`config.mk`:
```
export PLATFORM = sky130hd
export DESIGN_NAME = rsa_modexp_encrypt_decrypt
export DESIGN_NICKNAME = d
export VERILOG_FILES = /design/src/rtl/rsa_pkg.sv /design/src/rtl/rsa_modexp_encrypt_decrypt.sv
export SDC_FILE = /design/constraint.sdc
export NUM_CORES = 1
export LEC_CHECK = 0
export BUFFER_PORTS_ARGS = -buffer_cell sky130_fd_sc_hd__buf_2
export CORE_UTILIZATION = 32
export CTS_BUF_LIST = sky130_fd_sc_hd__clkbuf_2 sky130_fd_sc_hd__clkbuf_4 sky130_fd_sc_hd__clkbuf_8
export DETAILED_ROUTE_END_ITERATION = 6
export GPL_ROUTABILITY_DRIVEN = 0
export PLACE_DENSITY = 0.51
export SYNTH_ARGS = -nofsm -noshare
export SYNTH_HDL_FRONTEND = slang
export SYNTH_SLANG_ARGS = --single-unit
export TNS_END_PERCENT = 1
```
`constraint.sdc`:
```
create_clock -name clk -period 8.2 [get_ports clk]
set_input_delay 0.82 -clock clk [delete_from_list [all_inputs] [get_ports clk]]
set_output_delay 0.82 -clock clk [all_outputs]
set_load 0.05 [all_outputs]
```
`src/rtl/rsa_pkg.sv`:
```
// shared constants and types for the rsa modular exponentiation block
`default_nettype none

package rsa_pkg;

	// width of the configuration registers and of the item fields
	localparam int FIELD_BITS = 32;
	localparam int WORD_BITS_DEFAULT = 32;
	localparam int CFG_INDEX_BITS = 2;

	typedef logic [CFG_INDEX_BITS-1:0] cfg_index_t;

	localparam cfg_index_t REG_MODULUS = 2'd0;
	localparam cfg_index_t REG_PUBLIC_EXP = 2'd1;
	localparam cfg_index_t REG_PRIVATE_EXP = 2'd2;

	localparam logic CMD_ENCRYPT = 1'b0;
	localparam logic CMD_DECRYPT = 1'b1;

	localparam logic [FIELD_BITS-1:0] MODULUS_RESET = 32'd14;
	localparam logic [FIELD_BITS-1:0] PUBLIC_EXP_RESET = 32'd5;
	localparam logic [FIELD_BITS-1:0] PRIVATE_EXP_RESET = 32'd11;

	typedef enum logic [2:0] {
		ST_IDLE,
		ST_REDUCE,
		ST_SQUARE,
		ST_MULT,
		ST_FINISH
	} state_t;

endpackage

`default_nettype wire

```
`src/rtl/rsa_modexp_encrypt_decrypt.sv`:
```
// top level of the rsa modular exponentiation block
`default_nettype none

// Textbook RSA transform: each item returns (value mod n) ^ e mod n for an encrypt
// command, or with exponent d for a decrypt command; a modulus below two gives 0.
// Items are worked one at a time by a bit-serial datapath. The value is reduced mod n
// one bit a cycle, then square-and-multiply walks all WORD_BITS exponent bits from the
// top; every modular multiply is a run of double-and-add steps with reduction, one
// multiplier bit a cycle. A modulus below two skips straight to the finish state. The
// finished result sits in an output register, so a new item may be accepted while it
// waits to be taken; a finished item waits in place while the previous result is still
// stalled. Configuration registers are to be written only while the block is idle;
// the block itself does not enforce this. cfg_ready is always high and writes to an
// unknown index are dropped.
module rsa_modexp_encrypt_decrypt
	import rsa_pkg::*;
#(
	parameter int WORD_BITS = WORD_BITS_DEFAULT
) (
	input  wire logic                  clk,
	input  wire logic                  arst_n,
	// item input
	input  wire logic                  in_valid,
	output logic                       in_stall,
	input  wire logic                  command,
	input  wire logic [FIELD_BITS-1:0] value,
	// result output
	output logic                       out_valid,
	input  wire logic                  out_stall,
	output logic [FIELD_BITS-1:0]      result,
	// configuration writes
	input  wire logic                  cfg_valid,
	output logic                       cfg_ready,
	input  wire cfg_index_t            cfg_index,
	input  wire logic [FIELD_BITS-1:0] cfg_data
);

	localparam int CNT_BITS = $clog2(WORD_BITS);
	localparam logic [CNT_BITS-1:0] CNT_LAST = CNT_BITS'(WORD_BITS - 1);
	localparam int SUM_BITS = WORD_BITS + 2;

	typedef logic [WORD_BITS-1:0] word_t;
	typedef logic [SUM_BITS-1:0] sum_t;

	state_t state_q, state_d;

	logic [FIELD_BITS-1:0] modulus_q, public_exp_q, private_exp_q;
	logic out_valid_q;
	logic [FIELD_BITS-1:0] result_q;

	word_t n_q, exp_q, x_q, rem_q, base_q, mul_a_q, mul_b_q, prod_q;
	logic [CNT_BITS-1:0] cnt_q, ecnt_q;

	logic in_accept, out_free;
	logic step_last, exp_last, small_mod;
	word_t n_in, exp_in;

	// reduction step
	logic [WORD_BITS:0] rem_shift;
	word_t rem_next;

	// double-and-add step
	sum_t sum, n_ext, n2_ext;
	word_t prod_next;

	assign cfg_ready = 1'b1;
	assign out_valid = out_valid_q;
	assign result = result_q;

	assign in_accept = in_valid && !in_stall;
	assign out_free = !out_valid_q || !out_stall;
	assign step_last = (cnt_q == CNT_LAST);
	assign exp_last = (ecnt_q == CNT_LAST);

	assign n_in = WORD_BITS'(modulus_q);
	assign exp_in = (command == CMD_DECRYPT) ? WORD_BITS'(private_exp_q)
		: WORD_BITS'(public_exp_q);
	assign small_mod = (n_in < WORD_BITS'(2));

	// restoring remainder, one value bit a cycle
	always_comb begin
		rem_shift = {rem_q, x_q[WORD_BITS-1]};
		if (rem_shift >= {1'b0, n_q})
			rem_next = WORD_BITS'(rem_shift - {1'b0, n_q});
		else
			rem_next = WORD_BITS'(rem_shift);
	end

	// prod = 2*prod + bit*a stays below 3n, so subtract n or 2n
	always_comb begin
		n_ext = {2'b00, n_q};
		n2_ext = {1'b0, n_q, 1'b0};
		sum = {1'b0, prod_q, 1'b0} + (mul_b_q[WORD_BITS-1] ? {2'b00, mul_a_q} : '0);
		if (sum >= n2_ext)
			prod_next = WORD_BITS'(sum - n2_ext);
		else if (sum >= n_ext)
			prod_next = WORD_BITS'(sum - n_ext);
		else
			prod_next = WORD_BITS'(sum);
	end

	always_comb begin
		state_d = state_q;
		unique case (state_q)
			ST_IDLE: begin
				if (in_accept)
					state_d = small_mod ? ST_FINISH : ST_REDUCE;
			end
			ST_REDUCE: begin
				if (step_last)
					state_d = ST_SQUARE;
			end
			ST_SQUARE: begin
				if (step_last) begin
					if (exp_q[WORD_BITS-1])
						state_d = ST_MULT;
					else if (exp_last)
						state_d = ST_FINISH;
				end
			end
			ST_MULT: begin
				if (step_last)
					state_d = exp_last ? ST_FINISH : ST_SQUARE;
			end
			ST_FINISH: begin
				if (out_free)
					state_d = ST_IDLE;
			end
			default: state_d = ST_IDLE;
		endcase
	end

	always_comb begin
		unique case (state_q)
			ST_IDLE: in_stall = 1'b0;
			default: in_stall = 1'b1;
		endcase
	end

	always_ff @(posedge clk or negedge arst_n) begin
		if (!arst_n) begin
			state_q <= ST_IDLE;
			out_valid_q <= 1'b0;
			modulus_q <= MODULUS_RESET;
			public_exp_q <= PUBLIC_EXP_RESET;
			private_exp_q <= PRIVATE_EXP_RESET;
		end else begin
			state_q <= state_d;
			if (cfg_valid && cfg_ready) begin
				unique case (cfg_index)
					REG_MODULUS: modulus_q <= cfg_data;
					REG_PUBLIC_EXP: public_exp_q <= cfg_data;
					REG_PRIVATE_EXP: private_exp_q <= cfg_data;
					default: ;
				endcase
			end
			if (state_q == ST_FINISH && out_free)
				out_valid_q <= 1'b1;
			else if (out_valid_q && !out_stall)
				out_valid_q <= 1'b0;
		end
	end

	always_ff @(posedge clk) begin
		case (state_q)
			ST_IDLE: begin
				n_q <= n_in;
				exp_q <= exp_in;
				x_q <= WORD_BITS'(value);
				rem_q <= '0;
				cnt_q <= '0;
				ecnt_q <= '0;
				prod_q <= '0;
			end
			ST_REDUCE: begin
				rem_q <= rem_next;
				x_q <= x_q << 1;
				if (step_last) begin
					cnt_q <= '0;
					base_q <= rem_next;
					// squaring the initial one
					mul_a_q <= WORD_BITS'(1);
					mul_b_q <= WORD_BITS'(1);
					prod_q <= '0;
				end else begin
					cnt_q <= cnt_q + 1'b1;
				end
			end
			ST_SQUARE, ST_MULT: begin
				if (step_last) begin
					cnt_q <= '0;
					mul_b_q <= prod_next;
					if (state_q == ST_SQUARE && exp_q[WORD_BITS-1]) begin
						mul_a_q <= base_q;
						prod_q <= '0;
					end else begin
						// next exponent bit starts with a square
						mul_a_q <= prod_next;
						exp_q <= exp_q << 1;
						ecnt_q <= ecnt_q + 1'b1;
						prod_q <= exp_last ? prod_next : '0;
					end
				end else begin
					cnt_q <= cnt_q + 1'b1;
					mul_b_q <= mul_b_q << 1;
					prod_q <= prod_next;
				end
			end
			ST_FINISH: begin
				if (out_free)
					result_q <= FIELD_BITS'(prod_q);
			end
			default: ;
		endcase
	end

endmodule

`default_nettype wire

```
After elaboration in Yosys (flattened, before gate mapping)
Index checks and enable logic that the tools add are counted.
{ "op_classes": {"n_addsub": 6, "mul": 0, "n_div": 0, "magnitude_cmp": 4, "n_eq_ne": 16, "shifts": 0, "n_mux": 39, "bitwise": 0, "n_reduce_logical": 27} }
{ "ops": {"columns": ["op", "n"], "rows": [
  ["32-bit 2-to-1 mux", 15],
  ["32-bit case mux with 2 select lines", 5],
  ["32-bit case mux with 3 select lines", 1],
  ["32-bit subtractor", 3],
  ["33-bit by 32-bit adder with 34-bit output", 1],
  ["34-bit by 32-bit greater-or-equal comparator with 1-bit output", 1],
  ["34-bit by 33-bit greater-or-equal comparator with 1-bit output", 1],
  ["33-bit by 32-bit greater-or-equal comparator with 1-bit output", 1],
  ["32-bit by 2-bit < comparator with 1-bit output (second input constant)", 1],
  ["3-bit 2-to-1 mux", 9],
  ["5-bit case mux with 2 select lines", 2],
  ["5-bit 2-to-1 mux", 3],
  ["3-bit case mux with 5 select lines", 1],
  ["2-bit inequality test (second input constant)", 7],
  ["2-bit AND reduction", 7],
  ["5-bit by 1-bit adder with 5-bit output (second input constant)", 2],
  ["5-bit equality test (second input constant)", 2],
  ["2-bit nonzero test", 5],
  ["3-bit by 2-bit equality test with 1-bit output (second input constant)", 2],
  ["3-bit AND reduction", 2],
  ["6-bit AND reduction", 1],
  ["1-bit logical AND", 4],
  ["3-bit by 1-bit equality test with 1-bit output (second input constant)", 1],
  ["3-bit equality test (second input constant)", 1],
  ["other kinds (11)", 14]
]} }
{ "totals": {"ff_bits": 398, "latchBits": 0, "ramBits": 0, "mem_bits_ro": 0, "inputBits": 72, "output_inout_bits": 35, "elab_cells": 108, "n_memories": 0} }

Depth between registers and ports, before layout
Gate-level depths: netlist of run 1.
{ "logic_depth": {"depth_word": 9, "depth_mapped": 29, "ltp_nobuf": 25} }

Worst setup path before layout of run 1
Ideal clock, no wire load.
{ "synth_timing": {"path_kind": "register to register", "startpoint": "reg state_q[1]", "endpoint": "reg mul_a_q[0] (enable)", "setup_time_ns": 0.470, "arrival_ns": 6.198, "required_ns": 7.730, "path_slack_ns": 1.532, "path_stages_with_launch": 6, "n_path_buf": 2, "synth_period_minus_slack_ns": 6.668, "cell_sequence": "dfrtp_1 clkbuf_1 nor2_1 nand2_1 clkbuf_1 a21boi_0"} }
{ "synth_via": {"elab_chain_len": 4, "elab_cells_between_ends": 8, "classes_between": "eq/ne: 5; reduce/logical: 3"} }
{ "synth_lines": {"columns": ["element", "line", "source"], "rows": [
  ["start: declaration", "rsa_modexp_encrypt_decrypt.sv:45", "state_t state_q, state_d;"],
  ["start signal: assignment", "rsa_modexp_encrypt_decrypt.sv:148", "state_q <= state_d;"],
  ["3-bit by 2-bit equality test with 1-bit output", "rsa_modexp_encrypt_decrypt.sv:165", "case (state_q)"],
  ["2-bit OR reduction", "rsa_modexp_encrypt_decrypt.sv:165", null],
  ["2-bit inequality test (no line) or 2-bit nonzero test (tied branches)", null, null],
  ["3-bit AND reduction (no line) *", null, null],
  ["end signal: assignment", "rsa_modexp_encrypt_decrypt.sv:194", "mul_a_q <= base_q;"],
  ["end signal: assignment", "rsa_modexp_encrypt_decrypt.sv:198", "mul_a_q <= prod_next;"],
  ["end: declaration", "rsa_modexp_encrypt_decrypt.sv:51", "word_t n_q, exp_q, x_q, rem_q, base_q, mul_a_q, mul_b_q, prod_q;"]
]} }
Mark *: on every way between the ends. The rest lies on a longest branch, timed or not.
A chain may end at the register's enable or synchronous reset.

Worst setup path in the final report of run 1
{ "layout_timing": {"startpoint": "reg mul_b_q[31]", "endpoint": "reg mul_a_q[15] (data pin)"} }
{ "layout_via": {"elab_chain_len": 8, "elab_cells_between_ends": 11, "classes_between": "add/sub: 3; order compare: 2; mux: 6"} }
{ "layout_lines": {"columns": ["element", "line", "source"], "rows": [
  ["start: declaration", "rsa_modexp_encrypt_decrypt.sv:51", null],
  ["start signal: assignment", "rsa_modexp_encrypt_decrypt.sv:192", "mul_b_q <= prod_next;"],
  ["start signal: assignment", "rsa_modexp_encrypt_decrypt.sv:205", "mul_b_q <= mul_b_q << 1;"],
  ["32-bit 2-to-1 mux *", "rsa_modexp_encrypt_decrypt.sv:93", "sum = {1'b0, prod_q, 1'b0} + (mul_b_q[WORD_BITS-1] ? {2'b00, mul_a_q} : '0);"],
  ["33-bit by 32-bit adder with 34-bit output *", "rsa_modexp_encrypt_decrypt.sv:93", null],
  ["32-bit subtractor or 34-bit by 32-bit greater-or-equal comparator with 1-bit output (tied branches)", "rsa_modexp_encrypt_decrypt.sv:97, rsa_modexp_encrypt_decrypt.sv:96", null],
  ["32-bit 2-to-1 mux", "rsa_modexp_encrypt_decrypt.sv:96", "else if (sum >= n_ext)"],
  ["32-bit 2-to-1 mux *", "rsa_modexp_encrypt_decrypt.sv:94", "if (sum >= n2_ext)"],
  ["32-bit 2-to-1 mux *", "rsa_modexp_encrypt_decrypt.sv:193", "if (state_q == ST_SQUARE && exp_q[WORD_BITS-1]) begin"],
  ["32-bit 2-to-1 mux *", "rsa_modexp_encrypt_decrypt.sv:190", "if (step_last) begin"],
  ["32-bit case mux with 2 select lines *", "rsa_modexp_encrypt_decrypt.sv:165", null]
]} }
Mark *: on every way between the ends. The rest lies on a longest branch, timed or not. The select of a mux whose other input is x is not followed.

==> impl_metrics.prom, run 1 <==
# TYPE chip_impl_metric gauge
chip_impl_metric{name="initial_utilization",unit=""} 0.323
chip_impl_metric{name="synth_sequential_area_ratio",unit=""} 0.496
chip_impl_info{name="crit-reg2reg-capture",value="mul_a_q[15]$_SDFFCE_PP0P_"} 1
chip_impl_metric{name="floorplan.die.width",unit="microns"} 271
chip_impl_metric{name="post_drt_via_cell_ratio",unit=""} 5.14
chip_impl_metric{name="port_buffers",unit=""} 105
chip_impl_metric{name="synthArstFlopShare",unit=""} 0.251
chip_impl_metric{name="drc",unit=""} 0
chip_impl_metric{name="route.met3.wl",unit="microns"} 3070
chip_impl_metric{name="r2r_slack",unit="ns"} 1.10
chip_impl_metric{name="maxCapViolations",unit=""} 0
chip_impl_metric{name="place_hpwl",unit="microns"} 45300
chip_impl_metric{name="yosys.area_share.simple",unit=""} 0.127
chip_impl_metric{name="post_synth_instance_area",unit="sq mm"} 0.0231
chip_impl_metric{name="syn_nets",unit=""} 2346
chip_impl_metric{name="drive_gt1_frac",unit=""} 0.186
chip_impl_metric{name="maxSlewViolCount",unit=""} 0
chip_impl_metric{name="grt_antenna_before_repair",unit=""} 2
chip_impl_metric{name="cts.repair_timing.setup_buffer_count",unit=""} 0
chip_impl_metric{name="muxShareOfSynthArea",unit=""} 0.0858
chip_impl_info{name="worstSetupEndpointType",value="flop"} 1
chip_impl_info{name="hold_path_class",value="primary input to async pin"} 1
chip_impl_metric{name="grt_start_max_net_pins",unit=""} 67
chip_impl_metric{name="number_of_drc_markers_in_iteration_0",unit=""} 1102
chip_impl_info{name="top_layer",value="met5"} 1
chip_impl_metric{name="mean_routed_wirelength_per_cell",unit="microns"} 19.0
chip_impl_metric{name="synthAdderAreaFrac",unit=""} 0.0744
chip_impl_metric{name="final_cell_count_no_fill",unit=""} 3270
chip_impl_metric{name="power.ir.vdd_worst",unit="mV"} 0.130
chip_impl_metric{name="power.total",unit="mW"} 4.58
chip_impl_metric{name="cts_made_buffers",unit=""} 77
chip_impl_metric{name="drt_wl_total",unit="microns"} 62000
chip_impl_metric{name="routed-via-count",unit=""} 16813
chip_impl_metric{name="ys.warnings.count",unit=""} 0
chip_impl_metric{name="layout_worst_path_cycle_share",unit=""} 0.865
chip_impl_metric{name="globalRoute.totalOverflow",unit=""} 0
chip_impl_metric{name="relSlewSlack",unit=""} 0.202
chip_impl_metric{name="placedCellCount",unit=""} 3128
chip_impl_metric{name="number_of_enable_type_register_cells_in_the_synthesized_netlist",unit=""} 298
chip_impl_metric{name="met2_length",unit="microns"} 27300
chip_impl_metric{name="syn_inst",unit=""} 2139
chip_impl_metric{name="clock_latency",unit="ns"} 0.68
chip_impl_metric{name="fp-row-count",unit=""} 98
chip_impl_metric{name="clock_slew_at_reported_path_ffs",unit="ns"} 0.06
chip_impl_metric{name="design.core.area",unit="sq mm"} 0.0715
chip_impl_info{name="criticalPathCategory",value="flop to flop"} 1
chip_impl_metric{name="m1WireLength",unit="microns"} 30100
chip_impl_metric{name="layout_min_cycle_time",unit="ns"} 7.10
chip_impl_metric{name="static-leakage-power",unit="nW"} 11.0
chip_impl_metric{name="worst_ep_required_time",unit="ns"} 8.57
chip_impl_metric{name="cts_resized",unit=""} 0
chip_impl_metric{name="synth-seq-cells",unit=""} 398
chip_impl_metric{name="fin_worst_skew",unit="ns"} 0.0320
chip_impl_metric{name="fin_tns_setup",unit="ns"} 0
chip_impl_metric{name="avgSynthCellArea",unit="sq um"} 10.8
chip_impl_info{name="synth_area_leader_cell",value="sky130_fd_sc_hd__edfxtp_1"} 1
chip_impl_metric{name="cp.arrival",unit="ns"} 7.47
chip_impl_metric{name="power.density",unit="mW/mm^2"} 174
chip_impl_info{name="worst_r2r_startpoint",value="mul_b_q[31]$_SDFFCE_PP0P_"} 1
chip_impl_info{name="synth.area.top_cells",value="sky130_fd_sc_hd__edfxtp_1, sky130_fd_sc_hd__dfrtp_1, sky130_fd_sc_hd__ha_1, sky130_fd_sc_hd__mux2_2, sky130_fd_sc_hd__a21oi_1"} 1
chip_impl_metric{name="chipHeight",unit="microns"} 271
chip_impl_metric{name="cp_max_fo",unit=""} 41
chip_impl_metric{name="number_of_nets_in_the_layout",unit=""} 2464
chip_impl_info{name="main_combinational_cell_family_by_area_after_synthesis",value="compound AO/OA/AOI/OAI gates"} 1
chip_impl_info{name="mostFrequentLayoutCells",value="sky130_fd_sc_hd__edfxtp_1, sky130_fd_sc_hd__nand2_1, sky130_fd_sc_hd__a21oi_1"} 1
chip_impl_metric{name="postRouteAntennaNets",unit=""} 0
chip_impl_metric{name="gr-usage-all-layers",unit=""} 0.169
chip_impl_info{name="outcome",value="finished, final reports clean"} 1
chip_impl_metric{name="yosys.cell_types.count",unit=""} 81
chip_impl_metric{name="fmaxAchievable",unit="MHz"} 141
chip_impl_info{name="tritoncts",value="done"} 1
chip_impl_info{name="layout.cells.most_common",value="sky130_fd_sc_hd__edfxtp_1"} 1
chip_impl_metric{name="worst_slew_pin_slew",unit="ns"} 1.19
chip_impl_metric{name="grt_pass1_wl",unit="microns"} 96900
chip_impl_metric{name="first_global_vias",unit=""} 16882
chip_impl_metric{name="ioPinCount",unit=""} 107
chip_impl_info{name="grt_setup_unrepaired",value="false"} 1
chip_impl_metric{name="worst_r2r_path_depth",unit=""} 23
chip_impl_metric{name="antenna_cells",unit=""} 0
chip_impl_info{name="cp-start-kind",value="flop"} 1
chip_impl_metric{name="first_pass_iters",unit=""} 5
chip_impl_metric{name="synthToLayoutAreaGrowth",unit="%"} 13.9
chip_impl_metric{name="post_synth_xor_area_fraction",unit=""} 0.0417
chip_impl_metric{name="ctsHoldBuffers",unit=""} 0
chip_impl_metric{name="synth_top_area_share",unit=""} 0.387
chip_impl_metric{name="compound_gate_portion_of_the_synthesized_area",unit=""} 0.147
chip_impl_metric{name="floorplan.die_area",unit="sq mm"} 0.0733
chip_impl_metric{name="timing_hold_violations_final",unit=""} 0
chip_impl_metric{name="cts_htree_levels",unit=""} 3
chip_impl_metric{name="clock_sinks",unit=""} 398
chip_impl_metric{name="clock_tree.buffer_depth",unit=""} 3
chip_impl_metric{name="setup_viol",unit=""} 0
chip_impl_info{name="root_buffer_cell",value="sky130_fd_sc_hd__clkbuf_8"} 1
chip_impl_info{name="yosys_most_used_dff",value="sky130_fd_sc_hd__edfxtp_1"} 1
==> logic make-up (layout without fill, tap and decap cells) <==
family                   count (synthesis)  count (layout)
AND/OR/NAND/NOR                        616             616
AO/OA/AOI/OAI                          535             535
flip-flops                             398             398
multiplexers                           182             182
buffers and inverters                  162             343
adder cells (fa/ha/maj)                135             135
XOR/XNOR                               110             110
other                                    1               1
==> where the power goes <==
group | total (mW) | internal [mW] | switching, mW
sequential | 2.31 | 2.25 | 0.0564
clock | 2.10 | 1.18 | 0.923
combinational | 0.171 | 0.103 | 0.0680
==> Yosys cell counts (4+ instances only) <==
| master | n |
|---|---|
| sky130_fd_sc_hd__edfxtp_1 | 298 |
| sky130_fd_sc_hd__nand2_1 | 232 |
| sky130_fd_sc_hd__a21oi_1 | 179 |
| sky130_fd_sc_hd__ha_1 | 131 |
| sky130_fd_sc_hd__nor2_1 | 128 |
| sky130_fd_sc_hd__mux2_2 | 124 |
| sky130_fd_sc_hd__o21ai_0 | 123 |
| sky130_fd_sc_hd__dfrtp_1 | 92 |
| sky130_fd_sc_hd__and2_1 | 79 |
| sky130_fd_sc_hd__inv_1 | 72 |
| sky130_fd_sc_hd__xnor2_1 | 71 |
| sky130_fd_sc_hd__clkbuf_1 | 69 |
| sky130_fd_sc_hd__mux2i_1 | 55 |
| sky130_fd_sc_hd__a21o_1 | 48 |
| sky130_fd_sc_hd__xor2_1 | 39 |
| sky130_fd_sc_hd__nand3_1 | 31 |
| sky130_fd_sc_hd__nand2b_1 | 27 |
| sky130_fd_sc_hd__o21bai_1 | 27 |
| sky130_fd_sc_hd__nand4_1 | 21 |
| sky130_fd_sc_hd__o21a_1 | 20 |
| sky130_fd_sc_hd__and3_1 | 19 |
| sky130_fd_sc_hd__o31ai_1 | 19 |
| sky130_fd_sc_hd__nor3_1 | 18 |
| sky130_fd_sc_hd__a211oi_1 | 15 |
| sky130_fd_sc_hd__nor4_1 | 13 |
| sky130_fd_sc_hd__o211ai_1 | 13 |
| sky130_fd_sc_hd__nand3b_1 | 12 |
| sky130_fd_sc_hd__a31oi_1 | 10 |
| sky130_fd_sc_hd__buf_2 | 9 |
| sky130_fd_sc_hd__nor2b_1 | 9 |
| sky130_fd_sc_hd__a211oi_2 | 8 |
| sky130_fd_sc_hd__a21boi_0 | 8 |
| sky130_fd_sc_hd__dfstp_2 | 8 |
| sky130_fd_sc_hd__or2_2 | 8 |
| sky130_fd_sc_hd__or3_1 | 7 |
| sky130_fd_sc_hd__buf_1 | 6 |
| sky130_fd_sc_hd__o21ai_1 | 6 |
| sky130_fd_sc_hd__o22ai_1 | 5 |
| sky130_fd_sc_hd__o31a_1 | 5 |
| sky130_fd_sc_hd__a211o_1 | 4 |
| sky130_fd_sc_hd__a221o_1 | 4 |
| sky130_fd_sc_hd__a311oi_1 | 4 |
| sky130_fd_sc_hd__a32oi_1 | 4 |
| sky130_fd_sc_hd__fa_1 | 4 |
==> worst max path at each step <==
stage / start / end / slack (ns)
after floorplan: state_q[1]$_DFFE_PN0P_ / mul_a_q[0]$_SDFFCE_PP1P_ / 1.53
after global placement: mul_b_q[31]$_SDFFCE_PP0P_ / prod_q[25]$_SDFFCE_PP0P_ / 1.36
after detailed placement: mul_b_q[31]$_SDFFCE_PP0P_ / mul_a_q[28]$_SDFFCE_PP0P_ / 1.20
after CTS: mul_b_q[31]$_SDFFCE_PP0P_ / prod_q[25]$_SDFFCE_PP0P_ / 1.20
after global routing: mul_b_q[31]$_SDFFCE_PP0P_ / mul_b_q[31]$_SDFFCE_PP0P_ / 0.63
final: mul_b_q[31]$_SDFFCE_PP0P_ / mul_a_q[15]$_SDFFCE_PP0P_ / 1.10
==> per-layer routing <==
layer  vias up  track usage
met3        99       0.0278
met4         2       0.0549
met1      8167        0.240
met5         -            0
li1       8133            -
met2       412        0.259
==> worst max-delay path: stages, from the launching register on <==
cell                       delay, ns
sky130_fd_sc_hd__edfxtp_1       0.34
sky130_fd_sc_hd__buf_4          0.28
sky130_fd_sc_hd__nand2_1        0.14
sky130_fd_sc_hd__fa_1           0.43
sky130_fd_sc_hd__nand2b_1       0.17
sky130_fd_sc_hd__a211oi_1       0.34
sky130_fd_sc_hd__nor2_1         0.09
sky130_fd_sc_hd__o31a_1         0.36
sky130_fd_sc_hd__a21oi_1        0.31
sky130_fd_sc_hd__a21oi_1        0.22
sky130_fd_sc_hd__o31ai_1        0.34
sky130_fd_sc_hd__xor2_1         0.49
sky130_fd_sc_hd__ha_1           0.43
sky130_fd_sc_hd__a21o_1         0.22
sky130_fd_sc_hd__a21o_1         0.19
sky130_fd_sc_hd__a21oi_1        0.20
sky130_fd_sc_hd__o22ai_1        0.12
sky130_fd_sc_hd__o21ai_0        0.16
sky130_fd_sc_hd__nand2_1        0.09
sky130_fd_sc_hd__or4_2          1.03
sky130_fd_sc_hd__mux2i_1        0.30
sky130_fd_sc_hd__nor2_1         0.06
sky130_fd_sc_hd__a21oi_1        0.26
sky130_fd_sc_hd__o21ai_0        0.19
==> per-stage QoR <==
step / utilization / hold WS, ns / area [sq um] / setup WS [ns]
final: 0.368 / 0.150 / 26300 / 1.10
after global routing: 0.368 / 0.141 / 26300 / 0.626
after detailed placement: 0.346 / 0.445 / 24700 / 1.20
after floorplan: - / 0.421 / 23100 / 1.53
after global placement: 0.346 / 0.438 / 24700 / 1.36
after CTS: 0.368 / 0.0943 / 26300 / 1.20
==> layout make-up <==
cell class,count,area [sq um]
timing repair buffer,129,708
sequential,398,11500
fill,7107,45100
multi-input combinational,1579,11100
tap,950,1190
inverter,72,270
clock buffer,107,1320
clock inverter,35,320
Note: power is estimated with default switching activity, not from simulation.
==> inputs of run 2 (changes only) <==
- CORE_MARGIN: unset -> 1.5
==> impl_metrics.prom, run 2 (synthesized netlist as in run 1, its figures left out) <==
# TYPE chip_impl_metric gauge
chip_impl_info{name="outcome",value="finished, final reports clean"} 1
chip_impl_metric{name="relSlewSlack",unit=""} 0.231
chip_impl_metric{name="grt_pass1_wl",unit="microns"} 96600
chip_impl_metric{name="mean_routed_wirelength_per_cell",unit="microns"} 19.1
chip_impl_info{name="layout.cells.most_common",value="sky130_fd_sc_hd__edfxtp_1"} 1
chip_impl_metric{name="first_pass_iters",unit=""} 6
chip_impl_metric{name="power.density",unit="mW/mm^2"} 170
chip_impl_metric{name="maxCapViolations",unit=""} 0
chip_impl_metric{name="port_buffers",unit=""} 105
chip_impl_info{name="root_buffer_cell",value="sky130_fd_sc_hd__clkbuf_8"} 1
chip_impl_metric{name="clock_slew_at_reported_path_ffs",unit="ns"} 0.06
chip_impl_info{name="cp-start-kind",value="flop"} 1
chip_impl_metric{name="place_hpwl",unit="microns"} 45500
chip_impl_metric{name="stdcell_area",unit="sq mm"} 0.0262
chip_impl_metric{name="post_drt_via_cell_ratio",unit=""} 5.16
chip_impl_metric{name="design.core.area",unit="sq mm"} 0.0715
chip_impl_metric{name="globalRoute.totalOverflow",unit=""} 0
chip_impl_metric{name="cp.arrival",unit="ns"} 7.51
chip_impl_metric{name="netSwitchingFraction",unit=""} 0.237
chip_impl_info{name="crit_path_frequent_cell",value="sky130_fd_sc_hd__a21oi_1"} 1
chip_impl_metric{name="setup_viol",unit=""} 0
chip_impl_metric{name="power.ir.vdd_worst",unit="mV"} 0.111
chip_impl_metric{name="layout_min_cycle_time",unit="ns"} 7.12
chip_impl_info{name="worstSetupEndpointType",value="flop"} 1
chip_impl_metric{name="fin_worst_skew",unit="ns"} 0.0337
chip_impl_metric{name="power.total",unit="mW"} 4.46
chip_impl_metric{name="fp-row-count",unit=""} 98
chip_impl_metric{name="synthToLayoutAreaGrowth",unit="%"} 13.4
chip_impl_metric{name="initial_utilization",unit=""} 0.323
chip_impl_metric{name="gr-usage-all-layers",unit=""} 0.168
chip_impl_info{name="hold_path_class",value="primary input to async pin"} 1
chip_impl_metric{name="p_int",unit="mW"} 3.40
chip_impl_metric{name="postRouteAntennaNets",unit=""} 0
chip_impl_metric{name="cts_resized",unit=""} 0
chip_impl_metric{name="clock_power_share",unit=""} 0.444
chip_impl_metric{name="fin_tns_setup",unit="ns"} 0
chip_impl_metric{name="timing_hold_violations_final",unit=""} 0
chip_impl_metric{name="drt_wl_total",unit="microns"} 62300
chip_impl_metric{name="maxSlewViolCount",unit=""} 0
chip_impl_metric{name="grt_antenna_before_repair",unit=""} 2
chip_impl_info{name="grt_setup_unrepaired",value="false"} 1
chip_impl_metric{name="critical_path.max_stage_delay",unit="ns"} 1.02
chip_impl_info{name="mostFrequentLayoutCells",value="sky130_fd_sc_hd__edfxtp_1, sky130_fd_sc_hd__nand2_1, sky130_fd_sc_hd__a21oi_1"} 1
chip_impl_metric{name="layout_fillers",unit=""} 7091
chip_impl_metric{name="clock_sinks",unit=""} 398
chip_impl_metric{name="area_of_the_multi_input_gates",unit="sq mm"} 0.0111
chip_impl_metric{name="number_of_drc_markers_in_iteration_0",unit=""} 1143
chip_impl_metric{name="first_global_vias",unit=""} 16824
chip_impl_info{name="crit_slowest_cell",value="sky130_fd_sc_hd__or4_2"} 1
chip_impl_metric{name="total_switching_power",unit="mW"} 1.06
chip_impl_metric{name="comb_power_share",unit=""} 0.039
chip_impl_metric{name="cts_htree_levels",unit=""} 3
chip_impl_info{name="criticalPathCategory",value="flop to flop"} 1
chip_impl_metric{name="static-leakage-power",unit="nW"} 11.0
chip_impl_metric{name="worst_slew_pin_slew",unit="ns"} 1.15
chip_impl_metric{name="drive_gt1_frac",unit=""} 0.185
chip_impl_metric{name="cts_made_buffers",unit=""} 78
chip_impl_info{name="critical-path-top-delay-family",value="compound AO/OA/AOI/OAI gates"} 1
chip_impl_metric{name="routed-via-count",unit=""} 16882
chip_impl_metric{name="number_of_nets_in_the_layout",unit=""} 2465
chip_impl_info{name="tritoncts",value="done"} 1
chip_impl_metric{name="floorplan.die_area",unit="sq mm"} 0.0739
chip_impl_metric{name="drc",unit=""} 0
chip_impl_metric{name="post-route-util",unit=""} 0.367
chip_impl_metric{name="floorplan.die.width",unit="microns"} 272
chip_impl_metric{name="seq_power_share",unit=""} 0.518
chip_impl_metric{name="path_buf_inv",unit=""} 1
chip_impl_metric{name="final_cell_count_no_fill",unit=""} 3269
chip_impl_metric{name="cts.repair_timing.setup_buffer_count",unit=""} 0
chip_impl_metric{name="grt_start_max_net_pins",unit=""} 68
chip_impl_metric{name="clock_tree.buffer_depth",unit=""} 3
chip_impl_info{name="cp_cell_sequence",value="buf_4, nand2_1, fa_1, nand2b_1, a211oi_1, nor2_1, o31a_1, a21oi_1, a21oi_1, o31ai_1, xor2_1, ha_1, a21o_1, a21o_1, a21oi_1, o22ai_1, o21ai_0, nand2_1, or4_2, and4_1, a311oi_2, a21oi_1"} 1
chip_impl_metric{name="worst_ep_required_time",unit="ns"} 8.59
chip_impl_metric{name="ctsHoldBuffers",unit=""} 0
chip_impl_metric{name="layout_worst_path_cycle_share",unit=""} 0.869
chip_impl_metric{name="placedCellCount",unit=""} 3128
chip_impl_metric{name="ioPinCount",unit=""} 107
chip_impl_metric{name="sequential_cell_area",unit="sq mm"} 0.0115
chip_impl_metric{name="cp_max_fo",unit=""} 41
chip_impl_metric{name="fmaxAchievable",unit="MHz"} 140
chip_impl_metric{name="clock_latency",unit="ns"} 0.69
chip_impl_metric{name="dpl_cell_area",unit="sq mm"} 0.0247
chip_impl_metric{name="chipHeight",unit="microns"} 272
-- run 2: worst paths after layout --
kind / start / end / slack (ns) / cells past startpoint
worst min register to register: modulus_q[26]$_DFFE_PN0P_ / n_q[26]$_DFFE_PP_ / 0.46 / 0
worst min-delay path: arst_n / private_exp_q[23]$_DFFE_PN0P_ / 0.11 / 1
worst max-delay path: mul_b_q[31]$_SDFFCE_PP0P_ / mul_a_q[30]$_SDFFCE_PP0P_ / 1.08 / 22
worst max register to register: mul_b_q[31]$_SDFFCE_PP0P_ / mul_a_q[30]$_SDFFCE_PP0P_ / 1.08 / 22
min in group clk: value[22] / x_q[22]$_DFFE_PP_ / 0.39 / 3
max in group asynchronous: arst_n / state_q[1]$_DFFE_PN0P_ / 6.84 / 2
-- run 2: per-layer routing --
layer  up-vias  track usage  routed length (microns)  part of all wire
met5         -            0                       13           0.00021
met4         2       0.0499                     1650             0.026
li1       8095            -                        -                 -
met1      8175        0.240                    30200              0.49
met2       493        0.255                    26900              0.43
met3       117       0.0322                     3450             0.055
-- run 2: power groups by stage --
stage                     Sequential (mW)  Clock [mW]  Combinational, mW
after floorplan                      2.33           0              0.123
after global placement               2.34           0              0.169
after detailed placement             2.35           0              0.176
after CTS                            2.31        2.05              0.176
after global routing                 2.32        2.14              0.193
final                                2.31        1.98              0.172
-- run 2: metrics by stage --
step / hold WS, ns / setup WS [ns]
global route: 0.0979 / 0.611
global placement: 0.441 / 1.40
detailed placement: 0.459 / 1.19
floorplan: 0.421 / 1.53
CTS: 0.0824 / 1.16
finish: 0.111 / 1.08
-- run 2: final cells by class --
type | instances | share of cell area
multi-input combinational | 1579 | 0.422
tap | 950 | 0.0453
antenna | 1 | 0.0000954
clock inverter | 34 | 0.00778
inverter | 72 | 0.0103
clock buffer | 106 | 0.0499
sequential | 398 | 0.437
timing repair buffer | 129 | 0.0270
==> inputs of run 3 (changes only) <==
- CORE_UTILIZATION: 32 -> 64
- PLACE_DENSITY: 0.51 -> 0.87
==> impl_metrics.prom, run 3 (synthesized netlist as in run 1, its figures left out) <==
# TYPE chip_impl_metric gauge
chip_impl_info{name="outcome",value="finished, final reports clean"} 1
chip_impl_metric{name="grt_pass1_wl",unit="microns"} 90500
chip_impl_info{name="mostFrequentLayoutCells",value="sky130_fd_sc_hd__edfxtp_1, sky130_fd_sc_hd__nand2_1, sky130_fd_sc_hd__a21oi_1"} 1
chip_impl_metric{name="maxCapViolations",unit=""} 0
chip_impl_metric{name="chipHeight",unit="microns"} 193
chip_impl_metric{name="fin_hold_ws",unit="ns"} 0.0502
chip_impl_metric{name="floorplan.die_area",unit="sq mm"} 0.0373
chip_impl_metric{name="setup_viol",unit=""} 0
chip_impl_metric{name="grt_antenna_before_repair",unit=""} 0
chip_impl_metric{name="clock_power_share",unit=""} 0.421
chip_impl_metric{name="maxSlewViolCount",unit=""} 0
chip_impl_metric{name="relSlewSlack",unit=""} 0.187
chip_impl_metric{name="comb_power_share",unit=""} 0.042
chip_impl_metric{name="initial_utilization",unit=""} 0.650
chip_impl_metric{name="floorplan.die.width",unit="microns"} 193
chip_impl_metric{name="gr-usage-all-layers",unit=""} 0.313
chip_impl_metric{name="fin_worst_skew",unit="ns"} 0.0300
chip_impl_metric{name="cts_resized",unit=""} 0
chip_impl_metric{name="postRouteAntennaNets",unit=""} 0
chip_impl_metric{name="worst_r2r_path_depth",unit=""} 24
chip_impl_info{name="cp-start-kind",value="flop"} 1
chip_impl_metric{name="power.density",unit="mW/mm^2"} 170
chip_impl_metric{name="fmaxAchievable",unit="MHz"} 138
chip_impl_metric{name="grt_start_max_net_pins",unit=""} 108
chip_impl_metric{name="drt_wl_total",unit="microns"} 57300
chip_impl_metric{name="cts_htree_levels",unit=""} 3
chip_impl_metric{name="synthToLayoutAreaGrowth",unit="%"} 9.91
chip_impl_metric{name="port_buffers",unit=""} 105
chip_impl_metric{name="first_pass_iters",unit=""} 6
chip_impl_info{name="hold_path_class",value="primary input to async pin"} 1
chip_impl_metric{name="total_switching_power",unit="mW"} 0.978
chip_impl_metric{name="power.ir.vdd_worst",unit="mV"} 0.206
chip_impl_metric{name="final_cell_count_no_fill",unit=""} 2755
chip_impl_metric{name="place_hpwl",unit="microns"} 39900
chip_impl_metric{name="drive_gt1_frac",unit=""} 0.177
chip_impl_metric{name="timing_hold_violations_final",unit=""} 0
chip_impl_metric{name="seq_power_share",unit=""} 0.537
chip_impl_metric{name="worst_slew_pin_slew",unit="ns"} 1.22
chip_impl_info{name="layout.cells.most_common",value="sky130_fd_sc_hd__edfxtp_1"} 1
chip_impl_metric{name="clock_slew_at_reported_path_ffs",unit="ns"} 0.07
chip_impl_metric{name="number_of_nets_in_the_layout",unit=""} 2450
chip_impl_metric{name="drc",unit=""} 0
chip_impl_info{name="worstSetupEndpointType",value="flop"} 1
chip_impl_metric{name="fp-row-count",unit=""} 69
chip_impl_info{name="grt_setup_unrepaired",value="false"} 1
chip_impl_metric{name="cts.repair_timing.setup_buffer_count",unit=""} 0
chip_impl_metric{name="layout_worst_path_cycle_share",unit=""} 0.884
chip_impl_metric{name="placedCellCount",unit=""} 2635
chip_impl_metric{name="clock_tree.buffer_depth",unit=""} 3
chip_impl_metric{name="number_of_drc_markers_in_iteration_0",unit=""} 1861
chip_impl_metric{name="static-leakage-power",unit="nW"} 10.9
chip_impl_metric{name="post_drt_via_cell_ratio",unit=""} 6.42
chip_impl_metric{name="p_int",unit="mW"} 3.34
chip_impl_metric{name="ctsHoldBuffers",unit=""} 0
chip_impl_metric{name="ioPinCount",unit=""} 107
chip_impl_metric{name="fin_tns_setup",unit="ns"} 0
chip_impl_info{name="criticalPathCategory",value="flop to flop"} 1
chip_impl_metric{name="first_global_vias",unit=""} 17143
chip_impl_metric{name="globalRoute.totalOverflow",unit=""} 0
chip_impl_metric{name="design.core.area",unit="sq mm"} 0.0356
chip_impl_metric{name="worst_ep_required_time",unit="ns"} 8.68
chip_impl_info{name="root_buffer_cell",value="sky130_fd_sc_hd__clkbuf_8"} 1
chip_impl_metric{name="mean_routed_wirelength_per_cell",unit="microns"} 20.8
chip_impl_metric{name="layout_min_cycle_time",unit="ns"} 7.25
chip_impl_metric{name="cp_max_fo",unit=""} 23
chip_impl_metric{name="cts_made_buffers",unit=""} 67
chip_impl_metric{name="cp.arrival",unit="ns"} 7.73
chip_impl_metric{name="netSwitchingFraction",unit=""} 0.227
chip_impl_metric{name="clock_latency",unit="ns"} 0.65
chip_impl_metric{name="clock_sinks",unit=""} 398
chip_impl_info{name="tritoncts",value="done"} 1
chip_impl_metric{name="routed-via-count",unit=""} 17675
-- run 3: changes by cell type in the layout (fill, tap and decap cells not counted), sizes merged --
cell / change
clkinvlp: +1
buf: -4
clkbuf: -14
clkinv: -10
bufinv: +2
-- run 3: cell type report --
cell class	instances	area, sq um
multi-input combinational	1579	11100
sequential	398	11500
clock buffer	92	1150
inverter	72	270
timing repair buffer	125	678
fill	2417	10200
clock inverter	27	210
tap	461	577
antenna	1	2.50
-- run 3: power groups by stage --
stage	logic [mW]	registers [mW]	clock network (mW)
after global routing	0.198	2.32	1.92
after floorplan	0.123	2.33	0
after detailed placement	0.177	2.35	0
final	0.181	2.32	1.82
after global placement	0.163	2.34	0
after CTS	0.183	2.31	1.83
-- run 3: per-stage QoR --
step,utilization,setup slack [ns],instance area (sq um),power (mW)
after floorplan,-,1.53,23100,2.45
after global placement,0.676,1.33,24100,2.50
after detailed placement,0.676,1.10,24100,2.53
after CTS,0.714,1.07,25400,4.33
after global routing,0.714,0.564,25400,4.44
final,0.714,0.948,25400,4.31
-- run 3: worst paths after layout --
path / start / to / slack [ns]
worst max-delay path: mul_b_q[31]$_SDFFCE_PP0P_ / mul_a_q[28]$_SDFFCE_PP0P_ / 0.95
worst min-delay path: arst_n / private_exp_q[25]$_DFFE_PN0P_ / 0.05
worst max register to register: mul_b_q[31]$_SDFFCE_PP0P_ / mul_a_q[28]$_SDFFCE_PP0P_ / 0.95
worst min register to register: modulus_q[0]$_DFFE_PN0P_ / n_q[0]$_DFFE_PP_ / 0.45
max in group asynchronous: arst_n / modulus_q[10]$_DFFE_PN0P_ / 6.83
min in group clk: value[7] / x_q[7]$_DFFE_PP_ / 0.44
-- run 3: worst max-delay path: stages, from the launching register on --
cell,delay [ns]
sky130_fd_sc_hd__edfxtp_1,0.52
sky130_fd_sc_hd__and2_1,0.18
sky130_fd_sc_hd__ha_1,0.20
sky130_fd_sc_hd__inv_1,0.07
sky130_fd_sc_hd__fa_1,0.39
sky130_fd_sc_hd__nand2b_1,0.18
sky130_fd_sc_hd__a211oi_1,0.34
sky130_fd_sc_hd__o21bai_1,0.15
sky130_fd_sc_hd__and2_1,0.20
sky130_fd_sc_hd__o31ai_1,0.41
sky130_fd_sc_hd__a21oi_1,0.16
sky130_fd_sc_hd__xnor2_1,0.45
sky130_fd_sc_hd__ha_1,0.41
sky130_fd_sc_hd__and3_1,0.20
sky130_fd_sc_hd__and4_1,0.24
sky130_fd_sc_hd__o21ai_1,0.09
sky130_fd_sc_hd__o211ai_1,0.19
sky130_fd_sc_hd__a211o_1,0.41
sky130_fd_sc_hd__a311o_1,0.46
sky130_fd_sc_hd__a211oi_4,0.56
sky130_fd_sc_hd__buf_4,0.37
sky130_fd_sc_hd__nand2_1,0.22
sky130_fd_sc_hd__a211oi_1,0.33
sky130_fd_sc_hd__a21oi_1,0.17
sky130_fd_sc_hd__a21oi_1,0.17
-- run 3: metal layers --
| metal | GRT usage | share of wire | up-vias |
|---|---|---|---|
| met5 | 0 | 0 | - |
| met4 | 0.125 | 0.038 | 0 |
| met2 | 0.502 | 0.46 | 1024 |
| met3 | 0.0592 | 0.096 | 182 |
| li1 | - | - | 8066 |
| met1 | 0.421 | 0.40 | 8403 |
